`src/rtl/gcs_pkg.sv`:
```
// ============================================================================
// gcs_pkg: shared types and constants for the greedy change block
// Holds the command and status codes, controller states and control structs.
// ============================================================================
`default_nettype none

package gcs_pkg;

    localparam int unsigned NUM_SLOTS_DEF   = 16;
    localparam int unsigned VALUE_WIDTH_DEF = 32;
    localparam int unsigned SLOT_W          = 4;
    localparam int unsigned COUNT_W         = 32;
    localparam int unsigned STATUS_W        = 3;

    typedef enum logic [1:0] {
        K_LOAD    = 2'd0,
        K_ADD     = 2'd1,
        K_REMOVE  = 2'd2,
        K_REQUEST = 2'd3
    } t_kind;

    typedef enum logic [2:0] {
        ST_OK         = 3'd0,
        ST_NO_CHANGE  = 3'd1,
        ST_BAD_SLOT   = 3'd2,
        ST_UNDERFLOW  = 3'd3,
        ST_WRONG_MODE = 3'd4
    } t_status;

    typedef enum logic [3:0] {
        S_IDLE,
        S_OP,
        S_WALK,
        S_DIV,
        S_TAKE,
        S_CHECK,
        S_EMIT_SCAN,
        S_EMIT_WAIT,
        S_STATUS
    } t_state;

    // Commands from the controller to the datapath.
    typedef struct packed {
        logic capture;    // latch the accepted input item
        logic do_op;      // perform load/add/remove on the latched item
        logic walk_init;  // start a change walk at slot zero
        logic div_start;  // start a division for the current slot
        logic take;       // apply quotient of current slot
        logic next_slot;  // advance slot pointer
        logic emit_init;  // start emitting from slot zero
        logic emit_cnt;   // load output register with current slot's count
        logic emit_stat;  // load output register with status item
        logic fail;       // status item carries no exact change
    } t_cmd;

    // Status from the datapath to the controller.
    typedef struct packed {
        logic      is_request;
        logic      slot_end;      // slot pointer has passed the last slot
        logic      rem_zero;
        logic      denom_zero;
        logic      div_done;
        logic      sol_nonzero;
        logic      out_busy;      // output register still holds an item
    } t_stat;

endpackage

`default_nettype wire

```
`src/rtl/greedy_change_with_stock_top.sv`:
```
// ============================================================================
// greedy_change_with_stock_top: greedy coin change with limited stock
// Top level joining the sequencing controller and the table datapath.
// ============================================================================
// The input channel (i_valid/o_stall) carries one command transaction:
// load a slot, add stock, remove stock, or request change for an amount.
// The output channel (o_valid/i_stall) carries result transactions; each
// command ends with one status transaction that has o_last set.
// A load or stock command is latched on acceptance and then applied; its
// status is loaded into the output register once that register is free.
// A change request walks every slot; each slot with a nonzero denomination
// and a nonzero remainder runs the bit-serial divider, and a request can
// also be held up by stalls at the output.
// One command is processed at a time; o_stall stays high until the last
// result of the previous command has been loaded into the output register.
// When the receiver stalls, the output register holds its transaction.
// Synchronous reset clears the denomination and stock tables, the remainder
// and the handshake state, and sets the limited-stock mode.
// The configuration channel writes stock_limited; it is always ready.
// ============================================================================
`default_nettype none

module greedy_change_with_stock_top
    import gcs_pkg::*;
#(
    parameter int unsigned NUM_SLOTS   = NUM_SLOTS_DEF,
    parameter int unsigned VALUE_WIDTH = VALUE_WIDTH_DEF
) (
    input  wire logic                i_clk,
    input  wire logic                i_rst_n,
    input  wire logic                i_cfg_valid,
    output logic                     o_cfg_ready,
    input  wire logic                i_cfg_data,
    input  wire logic                i_valid,
    output logic                     o_stall,
    input  wire logic [1:0]          i_kind,
    input  wire logic [SLOT_W-1:0]   i_slot,
    input  wire logic [COUNT_W-1:0]  i_value,
    input  wire logic [COUNT_W-1:0]  i_stock_count,
    output logic                     o_valid,
    input  wire logic                i_stall,
    output logic [SLOT_W-1:0]        o_out_slot,
    output logic [COUNT_W-1:0]       o_coin_count,
    output logic [STATUS_W-1:0]      o_status,
    output logic                     o_last
);

    t_cmd  w_cmd;
    t_stat w_stat;
    logic  r_limited;

    assign o_cfg_ready = 1'b1;

    // Mode register; software must change it only while idle (unenforced).
    always_ff @(posedge i_clk) begin
        if (!i_rst_n) begin
            r_limited <= 1'b1;
        end else if (i_cfg_valid) begin
            r_limited <= i_cfg_data;
        end
    end

    gcs_ctrl u_ctrl (
        .i_clk   (i_clk),
        .i_rst_n (i_rst_n),
        .i_valid (i_valid),
        .o_stall (o_stall),
        .i_stat  (w_stat),
        .o_cmd   (w_cmd)
    );

    gcs_datapath #(
        .NUM_SLOTS   (NUM_SLOTS),
        .VALUE_WIDTH (VALUE_WIDTH)
    ) u_dp (
        .i_clk         (i_clk),
        .i_rst_n       (i_rst_n),
        .i_cmd         (w_cmd),
        .o_stat        (w_stat),
        .i_limited     (r_limited),
        .i_kind        (i_kind),
        .i_slot        (i_slot),
        .i_value       (i_value),
        .i_stock_count (i_stock_count),
        .o_valid       (o_valid),
        .i_stall       (i_stall),
        .o_out_slot    (o_out_slot),
        .o_coin_count  (o_coin_count),
        .o_status      (o_status),
        .o_last        (o_last)
    );

`ifndef SYNTHESIS
    // A new command is never taken while a result is still being produced.
    a_one_at_a_time: assert property (@(posedge i_clk) disable iff (!i_rst_n)
        (i_valid && !o_stall) |=> o_stall)
        else $error("command accepted while busy");

    // A coin-count item never carries a nonzero status.
    a_count_ok: assert property (@(posedge i_clk) disable iff (!i_rst_n)
        (o_valid && !o_last) |-> (o_status == ST_OK))
        else $error("coin item with error status");

    // An emission is only ordered when the output register is free.
    a_no_overwrite: assert property (@(posedge i_clk) disable iff (!i_rst_n)
        (w_cmd.emit_cnt || w_cmd.emit_stat) |-> !o_valid)
        else $error("output register overwritten");
`endif

endmodule

`default_nettype wire

```
`src/rtl/gcs_div.sv`:
```
// ============================================================================
// gcs_div: restoring divider
// Unsigned division, one quotient bit per cycle.
// ============================================================================
`default_nettype none

module gcs_div
    import gcs_pkg::*;
#(
    parameter int unsigned VALUE_WIDTH = VALUE_WIDTH_DEF
) (
    input  wire logic                   i_clk,
    input  wire logic                   i_rst_n,
    input  wire logic                   i_start,
    input  wire logic [VALUE_WIDTH-1:0] i_num,
    input  wire logic [VALUE_WIDTH-1:0] i_den,
    output logic                        o_done,
    output logic [VALUE_WIDTH-1:0]      o_quot
);

    localparam int unsigned CW = $clog2(VALUE_WIDTH + 1);

    logic [VALUE_WIDTH-1:0] r_quot, n_quot;
    logic [VALUE_WIDTH:0]   r_rem, n_rem;
    logic [VALUE_WIDTH-1:0] r_den;
    logic [CW-1:0]          r_cnt;
    logic                   r_busy;
    logic [VALUE_WIDTH:0]   w_shift;

    always_comb begin
        w_shift = {r_rem[VALUE_WIDTH-1:0], r_quot[VALUE_WIDTH-1]};
        n_quot  = {r_quot[VALUE_WIDTH-2:0], 1'b0};
        n_rem   = w_shift;
        if (w_shift >= {1'b0, r_den}) begin
            n_rem     = w_shift - {1'b0, r_den};
            n_quot[0] = 1'b1;
        end
    end

    always_ff @(posedge i_clk) begin
        if (!i_rst_n) begin
            r_busy <= 1'b0;
            r_cnt  <= '0;
            o_done <= 1'b0;
        end else begin
            o_done <= 1'b0;
            if (i_start) begin
                r_busy <= 1'b1;
                r_cnt  <= CW'(VALUE_WIDTH);
            end else if (r_busy) begin
                if (r_cnt == CW'(1)) begin
                    r_busy <= 1'b0;
                    o_done <= 1'b1;
                end
                r_cnt <= r_cnt - CW'(1);
            end
        end
    end

    always_ff @(posedge i_clk) begin
        if (i_start) begin
            r_quot <= i_num;
            r_rem  <= '0;
            r_den  <= i_den;
        end else if (r_busy) begin
            r_quot <= n_quot;
            r_rem  <= n_rem;
        end
    end

    assign o_quot = r_quot;

endmodule

`default_nettype wire

```
`src/rtl/gcs_datapath.sv`:
```
// ============================================================================
// gcs_datapath: tables, divider and output register
// Holds denomination, stock and solution tables and forms result items.
// ============================================================================
`default_nettype none

module gcs_datapath
    import gcs_pkg::*;
#(
    parameter int unsigned NUM_SLOTS   = NUM_SLOTS_DEF,
    parameter int unsigned VALUE_WIDTH = VALUE_WIDTH_DEF
) (
    input  wire logic                i_clk,
    input  wire logic                i_rst_n,
    input  wire t_cmd                i_cmd,
    output t_stat                    o_stat,
    input  wire logic                i_limited,
    input  wire logic [1:0]          i_kind,
    input  wire logic [SLOT_W-1:0]   i_slot,
    input  wire logic [COUNT_W-1:0]  i_value,
    input  wire logic [COUNT_W-1:0]  i_stock_count,
    output logic                     o_valid,
    input  wire logic                i_stall,
    output logic [SLOT_W-1:0]        o_out_slot,
    output logic [COUNT_W-1:0]       o_coin_count,
    output logic [STATUS_W-1:0]      o_status,
    output logic                     o_last
);

    localparam int unsigned PW = $clog2(NUM_SLOTS + 1);
    localparam int unsigned IW = (NUM_SLOTS > 1) ? $clog2(NUM_SLOTS) : 1;
    localparam logic [VALUE_WIDTH-1:0] VMAX = '1;

    logic [VALUE_WIDTH-1:0] r_denom [NUM_SLOTS];
    logic [VALUE_WIDTH-1:0] r_stock [NUM_SLOTS];
    logic [VALUE_WIDTH-1:0] r_sol   [NUM_SLOTS];
    logic [VALUE_WIDTH-1:0] r_rem;
    logic [1:0]             r_kind;
    logic [SLOT_W-1:0]      r_slot;
    logic [VALUE_WIDTH-1:0] r_value, r_scount;
    logic [PW-1:0]          r_ptr;
    logic [IW-1:0]          w_idx;
    logic [VALUE_WIDTH-1:0] w_d, w_s, w_quot, w_take, w_prod;
    logic                   w_div_done;
    logic                   w_slot_ok;
    logic [IW-1:0]          w_oidx;
    t_status                w_op_status;

    assign w_idx     = r_ptr[IW-1:0];
    assign w_oidx    = IW'(r_slot);
    assign w_d       = r_denom[w_idx];
    assign w_s       = r_stock[w_idx];
    assign w_slot_ok = ({28'd0, r_slot} < 32'(NUM_SLOTS));

    gcs_div #(.VALUE_WIDTH(VALUE_WIDTH)) u_div (
        .i_clk   (i_clk),
        .i_rst_n (i_rst_n),
        .i_start (i_cmd.div_start),
        .i_num   (r_rem),
        .i_den   (w_d),
        .o_done  (w_div_done),
        .o_quot  (w_quot)
    );

    // A skipped slot (zero denomination or nothing left to pay) takes no coins.
    assign w_take = (w_d == '0 || r_rem == '0) ? '0 :
                    ((i_limited && w_quot > w_s) ? w_s : w_quot);
    assign w_prod = VALUE_WIDTH'(w_take * w_d);

    always_comb begin
        w_op_status = ST_OK;
        if (t_kind'(r_kind) == K_LOAD) begin
            if (!w_slot_ok) w_op_status = ST_BAD_SLOT;
        end else if (!i_limited) begin
            w_op_status = ST_WRONG_MODE;
        end else if (!w_slot_ok) begin
            w_op_status = ST_BAD_SLOT;
        end else if (t_kind'(r_kind) == K_REMOVE && r_stock[w_oidx] < r_value) begin
            w_op_status = ST_UNDERFLOW;
        end
    end

    always_comb begin
        o_stat.is_request  = (t_kind'(r_kind) == K_REQUEST);
        o_stat.slot_end    = (r_ptr == PW'(NUM_SLOTS));
        o_stat.rem_zero    = (r_rem == '0);
        o_stat.denom_zero  = (w_d == '0);
        o_stat.div_done    = w_div_done;
        o_stat.sol_nonzero = (r_sol[w_idx] != '0);
        o_stat.out_busy    = o_valid;
    end

    always_ff @(posedge i_clk) begin
        if (!i_rst_n) begin
            for (int i = 0; i < NUM_SLOTS; i++) begin
                r_denom[i] <= '0;
                r_stock[i] <= '0;
            end
            r_rem   <= '0;
            r_ptr   <= '0;
            o_valid <= 1'b0;
        end else begin
            if (o_valid && !i_stall) o_valid <= 1'b0;
            if (i_cmd.do_op && w_op_status == ST_OK) begin
                case (t_kind'(r_kind))
                    K_LOAD: begin
                        r_denom[w_oidx] <= r_value;
                        r_stock[w_oidx] <= r_scount;
                    end
                    K_ADD: begin
                        if (r_value > VMAX - r_stock[w_oidx]) r_stock[w_oidx] <= VMAX;
                        else r_stock[w_oidx] <= r_stock[w_oidx] + r_value;
                    end
                    K_REMOVE: r_stock[w_oidx] <= r_stock[w_oidx] - r_value;
                    default: ;
                endcase
            end
            if (i_cmd.walk_init) begin
                r_rem <= r_value;
                r_ptr <= '0;
            end
            if (i_cmd.emit_init) r_ptr <= '0;
            if (i_cmd.next_slot) r_ptr <= r_ptr + PW'(1);
            if (i_cmd.take) r_rem <= r_rem - w_prod;
            if (i_cmd.emit_cnt) begin
                if (i_limited) r_stock[w_idx] <= r_stock[w_idx] - r_sol[w_idx];
                o_valid      <= 1'b1;
                o_out_slot   <= SLOT_W'(r_ptr);
                o_coin_count <= COUNT_W'(r_sol[w_idx]);
                o_status     <= ST_OK;
                o_last       <= 1'b0;
            end
            if (i_cmd.emit_stat) begin
                o_valid      <= 1'b1;
                o_out_slot   <= '0;
                o_coin_count <= '0;
                o_last       <= 1'b1;
                if (i_cmd.fail) o_status <= ST_NO_CHANGE;
                else if (t_kind'(r_kind) == K_REQUEST) o_status <= ST_OK;
                else o_status <= w_op_status;
            end
        end
    end

    // Solution store: every entry is rewritten as the walk passes its slot.
    always_ff @(posedge i_clk) begin
        if (i_cmd.capture) begin
            r_kind   <= i_kind;
            r_slot   <= i_slot;
            r_value  <= VALUE_WIDTH'(i_value);
            r_scount <= VALUE_WIDTH'(i_stock_count);
        end
        if (i_cmd.take) r_sol[w_idx] <= w_take;
    end

endmodule

`default_nettype wire

```
`src/rtl/gcs_ctrl.sv`:
```
// ============================================================================
// gcs_ctrl: sequencing state machine
// Steps through operations, the change walk and result emission.
// ============================================================================
`default_nettype none

module gcs_ctrl
    import gcs_pkg::*;
(
    input  wire logic  i_clk,
    input  wire logic  i_rst_n,
    input  wire logic  i_valid,
    output logic       o_stall,
    input  wire t_stat i_stat,
    output t_cmd       o_cmd
);

    t_state r_state, n_state;
    logic   r_fail, n_fail;

    always_ff @(posedge i_clk) begin
        if (!i_rst_n) begin
            r_state <= S_IDLE;
            r_fail  <= 1'b0;
        end else begin
            r_state <= n_state;
            r_fail  <= n_fail;
        end
    end

    always_comb begin
        n_state = r_state;
        n_fail  = r_fail;
        o_cmd   = '0;
        o_stall = 1'b1;
        o_cmd.fail = r_fail;
        case (r_state)
            S_IDLE: begin
                o_stall = 1'b0;
                if (i_valid) begin
                    o_cmd.capture = 1'b1;
                    n_state = S_OP;
                end
            end
            S_OP: begin
                n_fail = 1'b0;
                if (i_stat.is_request) begin
                    o_cmd.walk_init = 1'b1;
                    n_state = S_WALK;
                end else if (!i_stat.out_busy) begin
                    o_cmd.do_op     = 1'b1;
                    o_cmd.emit_stat = 1'b1;
                    o_cmd.fail      = 1'b0;
                    n_state = S_IDLE;
                end
            end
            S_WALK: begin
                if (i_stat.slot_end) begin
                    n_state = S_CHECK;
                end else if (i_stat.denom_zero || i_stat.rem_zero) begin
                    o_cmd.take = 1'b0;
                    n_state = S_TAKE;
                end else begin
                    o_cmd.div_start = 1'b1;
                    n_state = S_DIV;
                end
            end
            S_DIV: begin
                if (i_stat.div_done) n_state = S_TAKE;
            end
            S_TAKE: begin
                // A skipped slot records zero coins; the datapath masks the quotient.
                o_cmd.take      = 1'b1;
                o_cmd.next_slot = 1'b1;
                n_state = S_WALK;
            end
            S_CHECK: begin
                if (!i_stat.rem_zero) begin
                    n_fail = 1'b1;
                    n_state = S_STATUS;
                end else begin
                    o_cmd.emit_init = 1'b1;
                    n_state = S_EMIT_SCAN;
                end
            end
            S_EMIT_SCAN: begin
                if (i_stat.slot_end) begin
                    n_state = S_STATUS;
                end else if (!i_stat.sol_nonzero) begin
                    o_cmd.next_slot = 1'b1;
                end else if (!i_stat.out_busy) begin
                    o_cmd.emit_cnt  = 1'b1;
                    o_cmd.next_slot = 1'b1;
                end
            end
            S_STATUS: begin
                if (!i_stat.out_busy) begin
                    o_cmd.emit_stat = 1'b1;
                    n_state = S_IDLE;
                end
            end
            default: n_state = S_IDLE;
        endcase
    end

endmodule

`default_nettype wire

```
`config.mk`:
```
export PLATFORM = sky130hd
export DESIGN_NAME = greedy_change_with_stock_top
export DESIGN_NICKNAME = d
export VERILOG_FILES = /design/src/rtl/gcs_pkg.sv /design/src/rtl/greedy_change_with_stock_top.sv /design/src/rtl/gcs_div.sv /design/src/rtl/gcs_datapath.sv /design/src/rtl/gcs_ctrl.sv
export SDC_FILE = /design/constraint.sdc
export NUM_CORES = 2
export LEC_CHECK = 0
export ABC_AREA = 1
export BUFFER_PORTS_ARGS = -buffer_cell sky130_fd_sc_hd__buf_2
export CAP_MARGIN = 20
export CORE_MARGIN = 1
export CORE_UTILIZATION = 40
export CTS_CLUSTER_SIZE = 10
export DETAILED_ROUTE_END_ITERATION = 8
export PLACE_DENSITY = 0.55
export SETUP_SLACK_MARGIN = 0.5
export SLEW_MARGIN = 10
export SYNTH_ARGS = -nofsm -noshare
export SYNTH_HDL_FRONTEND = slang
export SYNTH_SLANG_ARGS = --single-unit
export TNS_END_PERCENT = 10
```
`constraint.sdc`:
```
create_clock -name i_clk -period 9.45 [get_ports i_clk]
set_input_delay 0.945 -clock i_clk [delete_from_list [all_inputs] [get_ports i_clk]]
set_output_delay 0.945 -clock i_clk [all_outputs]
set_load 0.03 [all_outputs]
```
==> metrics.txt <==
# TYPE chip_impl_metric gauge
chip_impl_metric{name="syn_nets",unit=""} 12230
chip_impl_metric{name="maxCapViolations",unit=""} 0
chip_impl_metric{name="dp_hpwl",unit="µm"} 275600
chip_impl_metric{name="max_slew_margin",unit="%"} 18.87
chip_impl_info{name="cpMaxStageDelayCell",value="sky130_fd_sc_hd__fa_2"} 1
chip_impl_metric{name="rows",unit=""} 188
chip_impl_metric{name="critical_path_arrival",unit="ns"} 10.64
chip_impl_metric{name="avg_inst_size_synth",unit="µm²"} 9.299
chip_impl_metric{name="grtUsageTotal",unit="%"} 30.78
chip_impl_info{name="tritoncts",value="yes"} 1
chip_impl_metric{name="cts-hold-fix-buffers",unit=""} 0
chip_impl_metric{name="clock_latency",unit="ns"} 0.93
chip_impl_metric{name="detail_route.vias_per_cell",unit=""} 5.682
chip_impl_info{name="critPathKind",value="flop to flop"} 1
chip_impl_metric{name="buffer_ports.inserted",unit=""} 117
chip_impl_metric{name="yosys_register_bits",unit=""} 1802
chip_impl_metric{name="drtIter0Drc",unit=""} 10920
chip_impl_metric{name="cp_data_required_time",unit="ns"} 10.24
chip_impl_info{name="leading_cell_type_in_the_layout_fill_and_taps_excluded",value="sky130_fd_sc_hd__nor2_1"} 1
chip_impl_metric{name="maxClockFrequency",unit="GHz"} 0.1015
chip_impl_metric{name="initial_antenna_violation_count",unit=""} 26
chip_impl_info{name="hold_start",value="i_value[24]"} 1
chip_impl_metric{name="core_area",unit="µm²"} 263000
chip_impl_metric{name="gp_congestion",unit=""} 1.005
chip_impl_metric{name="area_share_of_the_leading_cell_type_in_the_synthesized_netlist",unit="%"} 48.45
chip_impl_metric{name="tritoncts.num_buffers",unit=""} 218
chip_impl_metric{name="hold_viol_final",unit=""} 0
chip_impl_metric{name="final.period_utilization",unit="%"} 104.3
chip_impl_metric{name="initial_utilization",unit="%"} 40.30
chip_impl_metric{name="areaGrowthSynthToFinish",unit="%"} 17.36
chip_impl_info{name="synth-main-ff-cell",value="sky130_fd_sc_hd__edfxtp_1"} 1
chip_impl_metric{name="setup_skew",unit="ns"} 0.08920
chip_impl_metric{name="report.final.slew_viol_count",unit=""} 0
chip_impl_info{name="post_synth_main_area_contributors",value="sky130_fd_sc_hd__edfxtp_1 48%, sky130_fd_sc_hd__fa_1 8.4%, sky130_fd_sc_hd__nor2_1 6.7%"} 1
chip_impl_metric{name="path_clk_slew",unit="ns"} 0.06
chip_impl_metric{name="placed_cells",unit=""} 15050
chip_impl_metric{name="top_level_port_count",unit=""} 119
chip_impl_metric{name="final.hold.worst_slack",unit="ns"} 0.2425
chip_impl_metric{name="number_of_warnings_printed_during_yosys_synthesis",unit=""} 0
chip_impl_metric{name="max-clock-path-buffers",unit=""} 4
chip_impl_metric{name="synthDistinctLibCells",unit=""} 59
chip_impl_metric{name="postRouteWirelength",unit="µm"} 419900
chip_impl_metric{name="numClockSinks",unit=""} 1802
chip_impl_metric{name="post_detailed_route_count_of_antenna_violating_nets",unit=""} 0
chip_impl_metric{name="routed_wire_length_per_instance",unit="µm"} 27.08
chip_impl_metric{name="count_of_mapped_cells_out_of_synthesis",unit=""} 11400
chip_impl_info{name="most-common-layout-cells",value="1,845 x sky130_fd_sc_hd__nor2_1, 1,759 x sky130_fd_sc_hd__nand2_1, 1,710 x sky130_fd_sc_hd__edfxtp_1"} 1
chip_impl_metric{name="final_critical_path_setup_slack",unit="ns"} -0.4019
chip_impl_info{name="failed_checks",value="setup timing"} 1
chip_impl_info{name="hold_path_class",value="primary input to flop"} 1
chip_impl_info{name="status",value="finished with violations"} 1
chip_impl_metric{name="worst_pin_slew",unit="ns"} 1.204
chip_impl_metric{name="synth_sequential_area_ratio",unit="%"} 50.19
chip_impl_metric{name="syn_area",unit="µm²"} 106000
chip_impl_info{name="cp_common_cell",value="sky130_fd_sc_hd__fa_1"} 1
chip_impl_metric{name="nNetsFinal",unit=""} 12690
chip_impl_metric{name="fraction_of_final_layout_cells_sized_beyond_drive_strength_1",unit="%"} 13.54
chip_impl_metric{name="edff_count_synth",unit=""} 1710
chip_impl_info{name="reg.largest.list",value="u_dp.r_denom: 512 flops, u_dp.r_sol: 512 flops, u_dp.r_stock: 512 flops"} 1
chip_impl_info{name="rsz0062_at_grt",value="true"} 1
chip_impl_metric{name="async_flop_share",unit="%"} 0
chip_impl_info{name="clock_root_cell",value="sky130_fd_sc_hd__clkbuf_16"} 1
chip_impl_metric{name="fillerInstances",unit=""} 24740
chip_impl_metric{name="chipHeight",unit="µm"} 516.7
chip_impl_metric{name="layout.cells.non_filler",unit=""} 15500
chip_impl_metric{name="grt_pass1_vias",unit=""} 84840
chip_impl_metric{name="die_span_x",unit="µm"} 516.7
chip_impl_metric{name="grt_first_pass_wirelength",unit="µm"} 593200
chip_impl_metric{name="via_count",unit=""} 88090
chip_impl_metric{name="detail_route.first_pass.iterations",unit=""} 9
chip_impl_metric{name="congestion_overflow_gr",unit=""} 0
chip_impl_metric{name="critical_path_peak_fanout",unit=""} 20
chip_impl_info{name="netlist.top_cell.by_area",value="sky130_fd_sc_hd__edfxtp_1"} 1
chip_impl_metric{name="htreeDepth",unit=""} 4
chip_impl_info{name="worstSetupStartpointType",value="flop"} 1
chip_impl_metric{name="grt_start_max_net_pins",unit=""} 175
chip_impl_metric{name="timing.final.setup_violations",unit=""} 9
chip_impl_info{name="type_of_destination_of_the_critical_path",value="flop"} 1
chip_impl_metric{name="drc_errors",unit=""} 0
chip_impl_metric{name="dieArea",unit="µm²"} 267000
chip_impl_metric{name="critical-path-max-stage-delay",unit="ns"} 0.60
chip_impl_metric{name="layout_min_cycle_time",unit="ns"} 9.852
-- stage by stage --
stage          worst slack [ns]  utilization (%)  setup TNS (ns)  area [µm²]
5_1_grt                 -0.8281            47.29          -6.895      124400
2_1_floorplan           0.01638                -               0      106700
4_1_cts                 -0.3078            46.69          -1.517      122800
3_5_place_dp            -0.9298            43.78          -5.915      115100
3_3_place_gp            -0.9218            43.75          -5.533      115100
6_report                -0.4019            47.29          -2.231      124400
-- cell families (layout without fill, tap and decap cells) --
kind of cell	count (synthesis)	in the layout	synth area share, %
adders and majority gates	760	760	12.14
DFF	1802	1802	50.19
and+or+nand+nor	4458	4458	16.78
other	1	14	0.003539
AOI/OAI and AO/OA	2055	2055	11.13
buffers and inverters	2105	2684	7.890
muxes	71	71	0.6706
xor gates and xnor gates	145	145	1.198
-- worst paths after layout --
check                           cells after the start                  end  slack, ns
worst max register to register                     50       u_dp.r_rem[30]      -0.40
worst min-delay path                                1     u_dp.r_value[24]       0.24
worst min register to register                      2  u_dp.u_div.r_cnt[0]       0.49
worst max-delay path                               50       u_dp.r_rem[30]      -0.40
-- routing by layer --
metal	global-route usage, %	part of all wire [%]	vias to the layer above
li1	-	-	38870
met3	5.469	9.7	949
met2	48.02	45	4722
met4	15.80	5.8	16
met1	41.03	40	43530
met5	0	0.035	-
-- Yosys cell counts, drive strengths merged, types with 2 or more instances --
library cell and count:
inv 1337, xor2 100, o31ai 3, nor2 1903, nand3 535, xnor2 45, a21boi 9, edfxtp 1710
nand3b 6, nand4 40, clkinv 45, o221ai 190, a221oi 2, o22ai 40, fa 447, a21oi 535
o211ai 176, o21a 12, nor4 21, nand2 1889, buf 288, a211oi 12, mux2i 71, o21ai 1005
ha 313, nor3 41, a31oi 17, o21bai 17, a21o 4, or2 18, dfxtp 92, clkbuf 435
nor3b 3, a22oi 30
-- final cells by class --
type	instances	area, µm²	share of cell area, %
repair buffers	961	9334	7.505
clock inverters	32	330.3	0.2656
flip-flops and latches	1802	53220	42.79
repair inverters	1	8.758	0.007042
well taps	3515	4398	3.536
clock buffers	308	5844	4.699
multi-input cells	7490	45920	36.92
diodes	13	32.53	0.02616
inverters	1382	5284	4.249
-- critical path, delay by kind of cell (launching register included) --
family | cells | cell delay [ns]
fa+ha+maj | 10 | 4.72
buf+inv | 17 | 1.86
simple gates | 15 | 1.69
compound gates | 7 | 0.90
flops | 1 | 0.37
xor+xnor | 1 | 0.16
-- repair_timing --
action / in CTS / in global routing
endpoints found under the hold margin: 0 / 0
pin swaps: 77 / 136
endpoints found under the setup margin: 19 / 20
gates resized for setup: 199 / 205
buffers inserted: 34 / 32
gates cloned: 15 / 14
Power is left out: the tool's default activity adds up to more than one toggle a clock period on the data nets, which glitch-free logic cannot reach.
